--- config.mk ---
export PLATFORM = sky130hd
export DESIGN_NAME = tlv_payload_stream_parser
export DESIGN_NICKNAME = d
export VERILOG_FILES = /design/src/design/tlvp_pkg.sv /design/src/design/tlv_payload_stream_parser.sv /design/src/design/tlvp_in_reg.sv /design/src/design/tlvp_step.sv /design/src/design/tlvp_out_reg.sv
export SDC_FILE = /design/constraint.sdc
export NUM_CORES = 1
export LEC_CHECK = 0
export ABC_AREA = 0
export BUFFER_PORTS_ARGS = -buffer_cell sky130_fd_sc_hd__buf_2
export CAP_MARGIN = 20
export CORE_MARGIN = 3
export CORE_UTILIZATION = 30
export DETAILED_ROUTE_END_ITERATION = 7
export GPL_TIMING_DRIVEN = 0
export PLACE_DENSITY = 0.52
export SETUP_SLACK_MARGIN = 0.2
export SKIP_CTS_REPAIR_TIMING = 1
export SYNTH_ARGS = -nofsm -noshare
export SYNTH_HDL_FRONTEND = slang
export SYNTH_HIERARCHICAL = 1
export SYNTH_SLANG_ARGS = --single-unit
--- constraint.sdc ---
create_clock -name clock -period 3.81 [get_ports clock]
set_input_delay 0.762 -clock clock [delete_from_list [all_inputs] [get_ports clock]]
set_output_delay 0.762 -clock clock [all_outputs]
set_load 0.01 [all_outputs]
--- src/design/tlvp_pkg.sv ---
// Shared types and codes for the TLV payload stream parser.
// Used by every module of the block and by its checker; depends on nothing.
package tlvp_pkg;

   localparam int ByteW   = 8;
   localparam int LenW    = 16;
   localparam int RoleW   = 3;
   localparam int StatusW = 3;
   localparam int PhaseW  = 3;

   // parser phases
   localparam logic [PhaseW-1:0] PH_LEN_HI = 3'd0;
   localparam logic [PhaseW-1:0] PH_LEN_LO = 3'd1;
   localparam logic [PhaseW-1:0] PH_TYPE   = 3'd2;
   localparam logic [PhaseW-1:0] PH_LEN    = 3'd3;
   localparam logic [PhaseW-1:0] PH_VALUE  = 3'd4;
   localparam logic [PhaseW-1:0] PH_TRAIL  = 3'd5;
   localparam logic [PhaseW-1:0] PH_ERROR  = 3'd6;

   // byte roles
   localparam logic [RoleW-1:0] ROLE_HDR   = 3'd0;
   localparam logic [RoleW-1:0] ROLE_TYPE  = 3'd1;
   localparam logic [RoleW-1:0] ROLE_LEN   = 3'd2;
   localparam logic [RoleW-1:0] ROLE_VALUE = 3'd3;
   localparam logic [RoleW-1:0] ROLE_TRAIL = 3'd4;
   localparam logic [RoleW-1:0] ROLE_ERR   = 3'd5;

   // buffer status
   localparam logic [StatusW-1:0] ST_RUN     = 3'd0;
   localparam logic [StatusW-1:0] ST_OK      = 3'd1;
   localparam logic [StatusW-1:0] ST_SHORT   = 3'd2;
   localparam logic [StatusW-1:0] ST_HDRCUT  = 3'd3;
   localparam logic [StatusW-1:0] ST_OVERRUN = 3'd4;

   typedef struct packed {
      logic [ByteW-1:0] data_byte;
      logic             last_byte;
   } req_item_type;

   typedef struct packed {
      logic [RoleW-1:0]   byte_role;
      logic [ByteW-1:0]   item_type;
      logic [ByteW-1:0]   value_byte;
      logic [ByteW-1:0]   value_index;
      logic               item_done;
      logic               buffer_done;
      logic [StatusW-1:0] parse_status;
   } rsp_item_type;

   typedef struct packed {
      logic fire;    // request moves into the result register this cycle
   } pipe_ctl_type;

endpackage

--- src/design/tlv_payload_stream_parser.sv ---
// TLV payload stream parser: takes a buffer one byte per request and gives one
// result per byte. The first two bytes of a buffer are a big-endian payload
// length P; the next P bytes are items of a type byte, a length byte L and L
// value bytes. Each result tells the byte's role (header, type, length, value,
// trailing, after error), the current item type, the value byte and its index
// within the item, and whether the byte completes an item. The result for the
// byte marked by req_tlast carries rsp_tlast and the buffer status: ok, short
// buffer (takes precedence), item header cut or value overrun; the parser then
// starts over for the next buffer. Throughput is one byte per clock while the
// result register can take it: a request passes through an input register, then
// the parse step that updates the phase and counters into the result register.
// The parse step is the recurrence that bounds the rate, since each byte's role
// depends on the state the previous byte left. Both sides may stall freely.
// Depends on tlvp_pkg, tlvp_in_reg, tlvp_step and tlvp_out_reg.
module tlv_payload_stream_parser (
   input  logic        clock,
   input  logic        reset,
   input  logic        req_tvalid,
   output logic        req_tready,
   input  logic [7:0]  req_tdata,   // [7:0] data_byte
   input  logic        req_tlast,   // last_byte
   output logic        rsp_tvalid,
   input  logic        rsp_tready,
   output logic [31:0] rsp_tdata,   // [7:0] item_type, [15:8] value_byte,
                                    // [23:16] value_index, [24] item_done,
                                    // [27:25] parse_status, [31:28] zero
   output logic [2:0]  rsp_tuser,   // [2:0] byte_role
   output logic        rsp_tlast    // buffer_done
);
   import tlvp_pkg::*;

   req_item_type req_item;
   req_item_type held_item;
   rsp_item_type step_result;
   rsp_item_type rsp_item;
   pipe_ctl_type ctl;
   logic         out_ready;

   // pack the request
   assign req_item.data_byte = req_tdata;
   assign req_item.last_byte = req_tlast;

   tlvp_in_reg u_in_reg (
      .clock      (clock),
      .reset      (reset),
      .req_tvalid (req_tvalid),
      .req_tready (req_tready),
      .req_item   (req_item),
      .out_ready  (out_ready),
      .held_item  (held_item),
      .ctl        (ctl)
   );

   // parse one byte and advance the state whenever the request moves on
   tlvp_step u_step (
      .clock  (clock),
      .reset  (reset),
      .ctl    (ctl),
      .item   (held_item),
      .result (step_result)
   );

   tlvp_out_reg u_out_reg (
      .clock      (clock),
      .reset      (reset),
      .ctl        (ctl),
      .result     (step_result),
      .out_ready  (out_ready),
      .rsp_tvalid (rsp_tvalid),
      .rsp_tready (rsp_tready),
      .rsp_item   (rsp_item)
   );

   // unpack the result onto the stream
   assign rsp_tdata = {4'b0000, rsp_item.parse_status, rsp_item.item_done,
                       rsp_item.value_index, rsp_item.value_byte, rsp_item.item_type};
   assign rsp_tuser = rsp_item.byte_role;
   assign rsp_tlast = rsp_item.buffer_done;

endmodule

--- src/design/tlvp_in_reg.sv ---
// Input register of the TLV parser: takes one request per cycle while the result register can accept.
// Depends on tlvp_pkg.
module tlvp_in_reg (
   input  logic                  clock,
   input  logic                  reset,
   input  logic                  req_tvalid,
   output logic                  req_tready,
   input  tlvp_pkg::req_item_type req_item,
   input  logic                  out_ready,
   output tlvp_pkg::req_item_type held_item,
   output tlvp_pkg::pipe_ctl_type ctl
);
   import tlvp_pkg::*;

   logic         valid_ff;
   logic         valid_in;
   req_item_type item_ff;
   logic         take;

   assign ctl.fire   = valid_ff & out_ready;
   assign req_tready = ~valid_ff | out_ready;
   assign take       = req_tvalid & req_tready;
   assign held_item  = item_ff;

   always_comb begin
      valid_in = valid_ff;
      if (take) begin
         valid_in = 1'b1;
      end else if (ctl.fire) begin
         valid_in = 1'b0;
      end
   end

   always_ff @(posedge clock) begin
      if (reset) begin
         valid_ff <= 1'b0;
      end else begin
         valid_ff <= valid_in;
      end
   end

   always_ff @(posedge clock) begin
      if (take) begin
         item_ff <= req_item;
      end
   end

endmodule

--- src/design/tlvp_step.sv ---
// Per-byte parse step: phase register, counters and the result of one byte.
// Depends on tlvp_pkg.
module tlvp_step (
   input  logic                   clock,
   input  logic                   reset,
   input  tlvp_pkg::pipe_ctl_type ctl,
   input  tlvp_pkg::req_item_type item,
   output tlvp_pkg::rsp_item_type result
);
   import tlvp_pkg::*;

   logic [PhaseW-1:0]  phase_ff,   phase_in;
   logic [ByteW-1:0]   len_hi_ff,  len_hi_in;
   logic [LenW-1:0]    payload_ff, payload_in;
   logic [ByteW-1:0]   vleft_ff,   vleft_in;
   logic [ByteW-1:0]   vpos_ff,    vpos_in;
   logic [ByteW-1:0]   ctype_ff,   ctype_in;
   logic [StatusW-1:0] err_ff,     err_in;

   logic [PhaseW-1:0]  phase_nx;
   logic [LenW-1:0]    payload_nx;
   logic [ByteW-1:0]   ctype_nx;
   logic [StatusW-1:0] err_nx;
   logic [LenW-1:0]    payload_dec;
   logic [LenW-1:0]    full_len;
   logic [ByteW-1:0]   vleft_dec;
   logic               complete;
   logic [ByteW-1:0]   b;

   assign b           = item.data_byte;
   assign payload_dec = payload_ff - 1'b1;
   assign full_len    = {len_hi_ff, b};
   assign vleft_dec   = vleft_ff - 1'b1;

   always_comb begin
      phase_nx   = phase_ff;
      len_hi_in  = len_hi_ff;
      payload_nx = payload_ff;
      vleft_in   = vleft_ff;
      vpos_in    = vpos_ff;
      ctype_nx   = ctype_ff;
      err_nx     = err_ff;
      result     = '0;
      result.byte_role = ROLE_ERR;

      case (phase_ff)
         PH_LEN_HI: begin
            result.byte_role = ROLE_HDR;
            len_hi_in = b;
            phase_nx  = PH_LEN_LO;
         end
         PH_LEN_LO: begin
            result.byte_role = ROLE_HDR;
            payload_nx = full_len;
            phase_nx   = (full_len == '0) ? PH_TRAIL : PH_TYPE;
         end
         PH_TYPE: begin
            result.byte_role = ROLE_TYPE;
            ctype_nx   = b;
            payload_nx = payload_dec;
            if (payload_ff < LenW'(2)) begin
               err_nx   = ST_HDRCUT;
               phase_nx = PH_ERROR;
            end else begin
               phase_nx = PH_LEN;
            end
         end
         PH_LEN: begin
            result.byte_role = ROLE_LEN;
            payload_nx = payload_dec;
            if ({{(LenW-ByteW){1'b0}}, b} > payload_dec) begin
               err_nx   = ST_OVERRUN;
               phase_nx = PH_ERROR;
            end else if (b == '0) begin
               result.item_done = 1'b1;
               phase_nx = (payload_dec == '0) ? PH_TRAIL : PH_TYPE;
            end else begin
               vleft_in = b;
               vpos_in  = '0;
               phase_nx = PH_VALUE;
            end
         end
         PH_VALUE: begin
            result.byte_role   = ROLE_VALUE;
            result.value_byte  = b;
            result.value_index = vpos_ff;
            vpos_in    = vpos_ff + 1'b1;
            vleft_in   = vleft_dec;
            payload_nx = payload_dec;
            if (vleft_dec == '0) begin
               result.item_done = 1'b1;
               phase_nx = (payload_dec == '0) ? PH_TRAIL : PH_TYPE;
            end
         end
         PH_TRAIL: begin
            result.byte_role = ROLE_TRAIL;
         end
         default: begin
            // after an error: keep counting payload so a short buffer still shows
            result.byte_role = ROLE_ERR;
            phase_nx = PH_ERROR;
            if (payload_ff != '0) begin
               payload_nx = payload_dec;
            end
         end
      endcase

      result.item_type   = ctype_nx;
      result.buffer_done = item.last_byte;
      complete = (phase_nx == PH_TRAIL) || ((phase_nx == PH_ERROR) && (payload_nx == '0));
      if (item.last_byte) begin
         if (!complete) begin
            result.parse_status = ST_SHORT;
         end else if (err_nx != ST_RUN) begin
            result.parse_status = err_nx;
         end else begin
            result.parse_status = ST_OK;
         end
      end

      phase_in   = phase_nx;
      payload_in = payload_nx;
      ctype_in   = ctype_nx;
      err_in     = err_nx;
      // last byte: drop all state back to the start of a buffer
      if (item.last_byte) begin
         phase_in   = PH_LEN_HI;
         len_hi_in  = '0;
         payload_in = '0;
         vleft_in   = '0;
         vpos_in    = '0;
         ctype_in   = '0;
         err_in     = ST_RUN;
      end
   end

   always_ff @(posedge clock) begin
      if (reset) begin
         phase_ff   <= PH_LEN_HI;
         len_hi_ff  <= '0;
         payload_ff <= '0;
         vleft_ff   <= '0;
         vpos_ff    <= '0;
         ctype_ff   <= '0;
         err_ff     <= ST_RUN;
      end else if (ctl.fire) begin
         phase_ff   <= phase_in;
         len_hi_ff  <= len_hi_in;
         payload_ff <= payload_in;
         vleft_ff   <= vleft_in;
         vpos_ff    <= vpos_in;
         ctype_ff   <= ctype_in;
         err_ff     <= err_in;
      end
   end

endmodule

--- src/design/tlvp_out_reg.sv ---
// Result register of the TLV parser, holds a result until it is taken.
// Depends on tlvp_pkg.
module tlvp_out_reg (
   input  logic                   clock,
   input  logic                   reset,
   input  tlvp_pkg::pipe_ctl_type ctl,
   input  tlvp_pkg::rsp_item_type result,
   output logic                   out_ready,
   output logic                   rsp_tvalid,
   input  logic                   rsp_tready,
   output tlvp_pkg::rsp_item_type rsp_item
);
   import tlvp_pkg::*;

   logic         valid_ff;
   logic         valid_in;
   rsp_item_type item_ff;

   assign out_ready  = ~valid_ff | rsp_tready;
   assign rsp_tvalid = valid_ff;
   assign rsp_item   = item_ff;

   always_comb begin
      valid_in = valid_ff;
      if (ctl.fire) begin
         valid_in = 1'b1;
      end else if (rsp_tready) begin
         valid_in = 1'b0;
      end
   end

   always_ff @(posedge clock) begin
      if (reset) begin
         valid_ff <= 1'b0;
      end else begin
         valid_ff <= valid_in;
      end
   end

   always_ff @(posedge clock) begin
      if (ctl.fire) begin
         item_ff <= result;
      end
   end

endmodule

==> qor.yml, run 1 <==
status: "complete, no violations"
p_leak_nw: 2.587
netlist_area_um2: 5998
crit_path_frequent_cell: "a2111oi_4"
clk_pin_slew_ns: 0.07
drive_above_1_share_pct: 17.70
gp_congestion: 0.9440
start_util_pct: 30.72
synth_cells: 703
period_needed_ns: 3.522
rows: 51
maxSlewViolCount: 0
critPathLaunchType: "flip-flop"
crit_slowest_cell: "or4_4"
wl_per_cell_um: 19.43
slew_headroom_pct: 43.55
fill_cells: 2057
nets: 792
cp-end-kind: "flip-flop"
yosysWarningCount: 6
critPathArrivalTime_ns: 3.69
cp.required_ns: 3.97
cp_cell_sequence: "or4_4 > or2_1 > buf_6 > mux2_4 > a211o_1 > a2111o_1 > a2111oi_4 > a31oi_4 > a2111oi_4"
num_antenna_cells: 0
finClkSkew_ns: 0.01118
clock_sinks: 97
grt_pass1_vias: 5302
synth.top_cell.area_share_pct: 20.53
clockBufferDepth: 2
grt_overflow: 0
place_area_um2: 6589
cts_made_buffers: 9
syn_area_per_cell_um2: 8.532
hold_slack_ns: 0.4545
core-area_um2: 19530
path_class: "reg -> reg"
syn2layout_area_growth_pct: 17.98
place.port_buffers: 46
power_per_cell_area_nw_per_um2: 330.4
final_cells: 1039
insertion_delay_ns: 0.36
hold_viol_final: 0
multi_input_area_um2: 3451
die_h_um: 147.4
die_area_um2: 21730
ys_ff_latch: 97
dpl.hpwl_um: 14460
drc: 0
cts_tree: "yes"
critPathBufInv: 1
postLayoutCellArea_um2: 7077
max_stage_delay_ns: 0.58
yosysTopAreaCell: "edfxtp_1"
setup_violations: 0
wirelength_um: 20180
netlist_top_cells_area: "edfxtp_1 (21%), dfxtp_1 (19%), nor2_1 (4.8%), a21oi_1 (3.9%), o21ai_0 (3.4%)"
synth_top_flop_cell: "dfxtp_1"
worst_slack_ns: 0.2880
synth_edf_count: 41
cts-root-buf: "clkbuf_16"
max_freq_ghz: 0.2839
fp.dieW_um: 147.4
crit_path_max_fanout: 10
critPathTopFamily: "compound AO/OA/AOI/OAI gates"
vias_per_cell: 5.521
grt_util_all_layers_pct: 18.21
drv_cap: 0
min_period_over_period_pct: 92.44
antenna_left: 0
synth_cell_types: 79
pre_cts_ws_ns: -0.6249
grt_max_degree: 35
num_io_pins: 51
firstDrtPassIters: 5
antenna_found_initial: 0
grt_pass1_wl_um: 30780
routed-via-count: 5736
seq_area_frac_synth_pct: 39.22
first_iter_violations: 499
hold_path_class: "reg -> reg"
power_mw: 2.339
vdd_ir_drop_max_mv: 0.2080
async_flop_share_pct: 0
placed_cells: 1019
rsz0062_at_grt: "true"
seq_area_um2: 2352
max_slew.worst_pin.slew_ns: 0.8468
htreeDepth: 3
-- routing by layer --
metal / track usage (%) / up-vias / wire [µm]
met5: 0 / - / 0
met4: 7.875 / 0 / 684
met3: 2.483 / 46 / 1260
met2: 27.35 / 217 / 8689
met1: 26.23 / 2717 / 9551
li1: - / 2756 / -
-- Yosys cell counts, types with 3 or more instances --
master      n
nor3_1     16
nand4_1     9
or3_1      11
a211oi_1    7
xnor2_1     7
a221o_1     3
nand2b_1    7
and2_1     18
or4_1       6
nor4_1     12
a31oi_1     7
o211a_1     3
mux2_2     10
o21ai_0    41
dfxtp_1    56
a21oi_1    47
a32oi_1     3
a22oi_1    19
a2111oi_0   4
o31ai_1     9
nand2_1    47
o211ai_1   13
nand3b_1    4
ha_1       10
a211o_1     3
nand3_1    22
o221ai_1    4
nor2_1     77
o22ai_1     9
a21o_1      5
mux2i_1    12
nor2b_1     9
edfxtp_1   41
buf_1       6
and3_1      8
nor3b_1    10
clkbuf_1   48
buf_4       5
inv_1      17
-- cell type report --
class	count	share of cell area, %
Clock buffer	10	3.377
Inverter	18	0.9547
Tap cell	265	4.685
Sequential cell	97	33.24
Buffer	63	4.296
Timing Repair Buffer	52	3.819
Multi-Input combinational cell	528	48.76
Clock inverter	6	0.8663
-- power breakdown --
part	internal (mW)	leakage (nW)	switching [mW]	total, mW
Clock	0.478	0.144	0.448	0.926
Combinational	0.0983	1.60	0.184	0.283
Sequential	1.11	0.840	0.0235	1.13
Total	1.68	2.59	0.656	2.34
-- metrics by stage --
step,util (%),setup TNS (ns)
after CTS,35.28,-10.73
after global routing,36.24,0
after floorplan,-,0
final,36.24,0
after detailed placement,33.74,-10.02
after global placement,33.68,-10.88
-- final timing paths --
path	cells past startpoint	slack, ns	to	from
worst max-delay path	9	0.29	u_out_reg/rsp_item[2]	u_step/payload_ff[7]
worst min-delay path	2	0.45	u_step/err_ff[0]	u_step/err_ff[0]
worst max register to register	9	0.29	u_out_reg/rsp_item[2]	u_step/payload_ff[7]
worst min register to register	2	0.45	u_step/err_ff[0]	u_step/err_ff[0]
-- registers in the layout, indices dropped and copies added, names as in the netlist, 8 cells and up --
register and cells:
u_out_reg/rsp_item 32, u_step/payload_ff 16, u_in_reg/held_item 9, u_step/ctype_ff 8, u_step/len_hi_ff 8, u_step/vleft_ff 8, u_step/vpos_ff 8
-- cells by family after synthesis --
family | share of synthesized area, %
AOI/OAI and AO/OA | 23.32
other | 0.06252
and+or+nand+nor | 24.03
buffers and inverters | 5.674
xor gates and xnor gates | 1.314
adders and majority gates | 2.253
muxes | 4.130
DFF | 39.22
-- cells in the final DEF (no fill, tap or decap), types with 16 or more instances in the layout --
cell type,instances
dfxtp_1,56
nand3_1,22
nand2_1,47
nor2_1,77
edfxtp_1,41
o21ai_0,41
a22oi_1,19
buf_2,48
inv_1,16
a21oi_1,44
clkbuf_1,38
and2_1,18
-- worst reg2reg max path, stage by stage (launching register included) --
cell	delay (ns)
dfxtp_1	0.43
or4_4	0.59
or2_1	0.25
buf_6	0.15
mux2_4	0.30
a211o_1	0.34
a2111o_1	0.36
a2111oi_4	0.40
a31oi_4	0.18
a2111oi_4	0.34
No activity file was read; power rests on OpenSTA's default activity.
==> run 2: changes to the inputs <==
PLACE_DENSITY = 0.51   (was 0.52)
clock period = 3.6 ns   (was 3.81 ns; I/O delays follow)
==> run 2 against run 1 <==
Compared with the run above: worst hold slack gained 0.0054 ns; register-to-register slack got worse by 0.19 ns; largest cell class unchanged; die area unchanged; routed wire length up 2.2%; non-clock buffer count increased by 10; cell count increased by 0.96%; sequential power increased by 5%; largest power group unchanged.
==> qor.yml, run 2 (synthesis gave the netlist of run 1 again) <==
status: "complete, no violations"  # unchanged
cts-root-buf: "clkbuf_16"  # unchanged
antenna_left: 0  # unchanged
max_slew.worst_pin.slew_ns: 0.9070  # was 0.8468 ns
drc: 0  # unchanged
setup_violations: 0  # unchanged
rsz0062_at_grt: "true"  # unchanged
die_h_um: 147.4  # unchanged
max_freq_ghz: 0.2854  # was 0.2839 GHz
syn2layout_area_growth_pct: 21.46  # was 17.98%
dpl.hpwl_um: 14450  # was 14460 µm
clockBufferDepth: 2  # unchanged
clock_sinks: 97  # unchanged
cts_made_buffers: 9  # unchanged
min_from: "u_step/err_ff[0]"  # unchanged
firstDrtPassIters: 5  # unchanged
vias_per_cell: 5.559  # was 5.521
insertion_delay_ns: 0.36  # about the same
drive_above_1_share_pct: 20.41  # was 17.70%
cp.required_ns: 3.71  # was 3.97 ns
grt_util_all_layers_pct: 18.24  # was 18.21%
grt_pass1_vias: 5201  # was 5302
hold_viol_final: 0  # unchanged
crit_path_max_fanout: 8  # was 10
critPathLaunchType: "flip-flop"  # unchanged
worst_slack_ns: 0.09553  # was 0.2880 ns
slew_headroom_pct: 39.53  # was 43.55%
routed-via-count: 5831  # was 5736
wl_per_cell_um: 19.66  # was 19.43 µm
first_iter_violations: 632  # was 499
htreeDepth: 3  # unchanged
rows: 51  # unchanged
power_per_cell_area_nw_per_um2: 349.1  # was 330.4 nW/µm²
power_mw: 2.543  # was 2.339 mW
p_leak_nw: 2.672  # was 2.587 nW
hold_slack_ns: 0.4599  # was 0.4545 ns
pre_cts_ws_ns: -0.7794  # was -0.6249 ns
place.port_buffers: 46  # unchanged
path_class: "reg -> reg"  # unchanged
drv_cap: 0  # unchanged
placed_cells: 1020  # was 1019
fp.dieW_um: 147.4  # unchanged
vdd_ir_drop_max_mv: 0.2265  # was 0.2080 mV
core-area_um2: 19530  # unchanged
postLayoutCellArea_um2: 7286  # was 7077 µm²
cts_tree: "yes"  # unchanged
final_cell_mix: "nor2_1 (77), dfxtp_1 (55), buf_2 (48)"  # was nor2_1 (77), dfxtp_1 (56), buf_2 (48)
grt_pass1_wl_um: 30820  # was 30780 µm
cp-end-kind: "flip-flop"  # unchanged
min_period_over_period_pct: 97.35  # was 92.44%
nets: 802  # was 792
antenna_found_initial: 0  # unchanged
wirelength_um: 20630  # was 20180 µm
cp-startpoint: "u_step/payload_ff[0]"  # was u_step/payload_ff[7]
maxSlewViolCount: 0  # unchanged
start_util_pct: 30.72  # unchanged
num_antenna_cells: 0  # unchanged
final_util_pct: 37.31  # was 36.24%
clk_pin_slew_ns: 0.08  # was 0.07 ns
final_cells: 1049  # was 1039
largest_reg_flops: 32  # unchanged
grt_overflow: 0  # unchanged
period_needed_ns: 3.504  # was 3.522 ns
setup-tns-final_ns: 0  # unchanged
hold_path_class: "reg -> reg"  # unchanged
num_io_pins: 51  # unchanged
place_area_um2: 6595  # was 6589 µm²
die_area_um2: 21730  # unchanged
grt_max_degree: 35  # unchanged
finClkSkew_ns: 0.01350  # was 0.01118 ns
critPathArrivalTime_ns: 3.61  # was 3.69 ns
crit-reg2reg-launch: "u_step/payload_ff[0]"  # was u_step/payload_ff[7]
final_common_cell: "nor2_1"  # unchanged
gp_congestion: 0.9512  # was 0.9440
run 2: layer usage:
| metal | vias to the layer above | GRT usage (%) | part of all wire [%] |
|---|---|---|---|
| li1 | 2764 | - | - |
| met1 | 2776 | 26.34 | 47 |
| met2 | 242 | 28.11 | 44 |
| met3 | 49 | 2.606 | 6.6 |
| met4 | 0 | 6.151 | 3.0 |
| met5 | - | 0 | 0 |
run 2: critical path: stages, from the launching register on:
cell and delay (ns):
dfxtp_2 0.33, buf_6 0.13, or4_4 0.60, or2_1 0.26, buf_6 0.13, mux2_4 0.31
a211o_1 0.31, a2111o_1 0.35, a2111oi_4 0.41, a31oi_4 0.19, o21a_1 0.23
run 2: layout make-up:
type                       instances  area, µm²
fill                            2057      12240
multi-input combinational        528       3526
sequential                        97       2354
timing repair buffer              63      374.1
tap                              265      331.6
buffer                            62      317.8
clock buffer                      10      250.2
inverter                          18      70.07
clock inverter                     6      62.56
run 2: path summary, 6_finish.rpt:
| kind | end | slack [ns] | cells after the start |
|---|---|---|---|
| hold / removal | u_step/err_ff[0] | 0.46 | 2 |
| setup / recovery | u_out_reg/rsp_item[1] | 0.1 | 10 |
| hold reg to reg | u_step/err_ff[0] | 0.46 | 2 |
| setup reg to reg | u_out_reg/rsp_item[1] | 0.1 | 10 |
run 2: power by group:
| group | internal (mW) | switching, mW | total (mW) |
|---|---|---|---|
| clock | 0.535 | 0.496 | 1.03 |
| combinational | 0.113 | 0.205 | 0.318 |
| sequential | 1.17 | 0.0237 | 1.19 |
==> run 3: changes to the inputs <==
SETUP_SLACK_MARGIN = 0.15   (was 0.2)
==> run 3 against run 2 <==
Compared with the run above: critical path depth unchanged; flip-flop and latch count unchanged; first-iteration DRC count down 1.9%; worst setup slack worse by 0.0080 ns; die area unchanged.
==> qor.yml, run 3 (synthesis gave the netlist of run 1 again) <==
gp_congestion: 0.9512  # unchanged
max_slew.worst_pin.slew_ns: 0.8963  # was 0.9070 ns
largest_reg_flops: 32  # unchanged
firstDrtPassIters: 5  # unchanged
cts-root-buf: "clkbuf_16"  # unchanged
cts_tree: "yes"  # unchanged
critPathArrivalTime_ns: 3.62  # was 3.61 ns
rows: 51  # unchanged
clk_pin_slew_ns: 0.08  # about the same
rsz0062_at_grt: "true"  # unchanged
htreeDepth: 3  # unchanged
start_util_pct: 30.72  # unchanged
grt_util_all_layers_pct: 18.24  # unchanged
syn2layout_area_growth_pct: 20.25  # was 21.46%
hold_path_class: "reg -> reg"  # unchanged
first_iter_violations: 620  # was 632
placed_cells: 1020  # unchanged
power_mw: 2.540  # was 2.543 mW
dpl.hpwl_um: 14450  # unchanged
num_antenna_cells: 0  # unchanged
p_leak_nw: 2.649  # was 2.672 nW
setup-tns-final_ns: 0  # unchanged
rrSetupSlack_ns: 0.09  # was 0.1 ns
setup_violations: 0  # unchanged
power_per_cell_area_nw_per_um2: 352.1  # was 349.1 nW/µm²
drv_cap: 0  # unchanged
clockBufferDepth: 2  # unchanged
crit_path_max_fanout: 8  # unchanged
maxSlewViolCount: 0  # unchanged
max_freq_ghz: 0.2847  # was 0.2854 GHz
vias_per_cell: 5.546  # was 5.559
met2_usage_pct: 28.11  # unchanged
wl_per_cell_um: 19.59  # was 19.66 µm
gr-usage-met3_pct: 2.606  # unchanged
status: "complete, no violations"  # unchanged
grt_pass1_wl_um: 30820  # unchanged
final_cell_mix: "nor2_1 (77), dfxtp_1 (55), buf_2 (49)"  # was nor2_1 (77), dfxtp_1 (55), buf_2 (48)
clock_sinks: 97  # unchanged
grt_pass1_vias: 5201  # unchanged
core-area_um2: 19530  # unchanged
routed-via-count: 5807  # was 5831
cp-end-kind: "flip-flop"  # unchanged
insertion_delay_ns: 0.36  # about the same
hold_slack_ns: 0.4576  # was 0.4599 ns
nets: 800  # was 802
final_common_cell: "nor2_1"  # unchanged
path_class: "reg -> reg"  # unchanged
drc: 0  # unchanged
fill_cells: 2064  # was 2057
place.port_buffers: 46  # unchanged
cts_made_buffers: 9  # unchanged
antenna_left: 0  # unchanged
die_h_um: 147.4  # unchanged
fp.dieW_um: 147.4  # unchanged
finClkSkew_ns: 0.01400  # was 0.01350 ns
period_needed_ns: 3.512  # was 3.504 ns
grt_overflow: 0  # unchanged
slew_headroom_pct: 40.25  # was 39.53%
cp.required_ns: 3.71  # about the same
final_cells: 1047  # was 1049
critPathLaunchType: "flip-flop"  # unchanged
grt.met1_usage_pct: 26.34  # unchanged
antenna_found_initial: 0  # unchanged
die_area_um2: 21730  # unchanged
grt.busiest_layer: "met2"  # unchanged
grt_max_degree: 35  # unchanged
num_io_pins: 51  # unchanged
wirelength_um: 20510  # was 20630 µm
drive_above_1_share_pct: 19.44  # was 20.41%
vdd_ir_drop_max_mv: 0.2267  # was 0.2265 mV
hold_viol_final: 0  # unchanged
min_period_over_period_pct: 97.57  # was 97.35%
-- run 3: cell count changes in the layout (fill, tap and decap cells not counted), sizes merged --
cell	change
clkbuf	-1
buf	-1
-- run 3: per-layer routing --
metal,wire [µm],vias up
li1,-,2752
met1,9643,2775
met2,8972,242
met3,1322,38
met4,570,0
met5,0,-
-- run 3: critical path: stages (launching register included) --
cell,delay [ns]
dfxtp_2,0.33
buf_6,0.13
or4_4,0.60
or2_1,0.26
buf_6,0.13
mux2_4,0.31
a211o_1,0.30
a2111o_1,0.35
a2111oi_4,0.42
a31oi_4,0.20
o21a_1,0.23
-- run 3: report_power, final --
part / total, mW / switching, mW / internal, mW
registers: 1.19 / 0.0236 / 1.17
logic: 0.312 / 0.202 / 0.109
clock network: 1.03 / 0.499 / 0.535
-- run 3: worst paths after layout --
kind,startpoint,to,depth (start not counted)
worst min register to register,u_step/err_ff[0],u_step/err_ff[0],2
worst min-delay path,u_step/err_ff[0],u_step/err_ff[0],2
worst max register to register,u_step/payload_ff[0],u_out_reg/rsp_item[1],10
worst max-delay path,u_step/payload_ff[0],u_out_reg/rsp_item[1],10
-- run 3: final cells by class --
cell class	count	area, µm²	share of cell area (%)
multi-input cells	528	3493	48.43
flip-flops and latches	97	2354	32.63
repair buffers	61	341.6	4.735
well taps	265	331.6	4.597
plain buffers	62	310.3	4.302
clock buffers	10	250.2	3.469
inverters	18	70.07	0.9714
clock inverters	6	62.56	0.8673
-- run 3: stage by stage --
step | area, µm² | setup WS, ns | util [%]
floorplan | 6016 | 0.2071 | -
global placement | 6578 | -0.7855 | 33.69
detailed placement | 6595 | -0.7794 | 33.78
CTS | 6908 | -0.8124 | 35.38
global route | 7213 | 0.07403 | 36.94
finish | 7213 | 0.08752 | 36.94
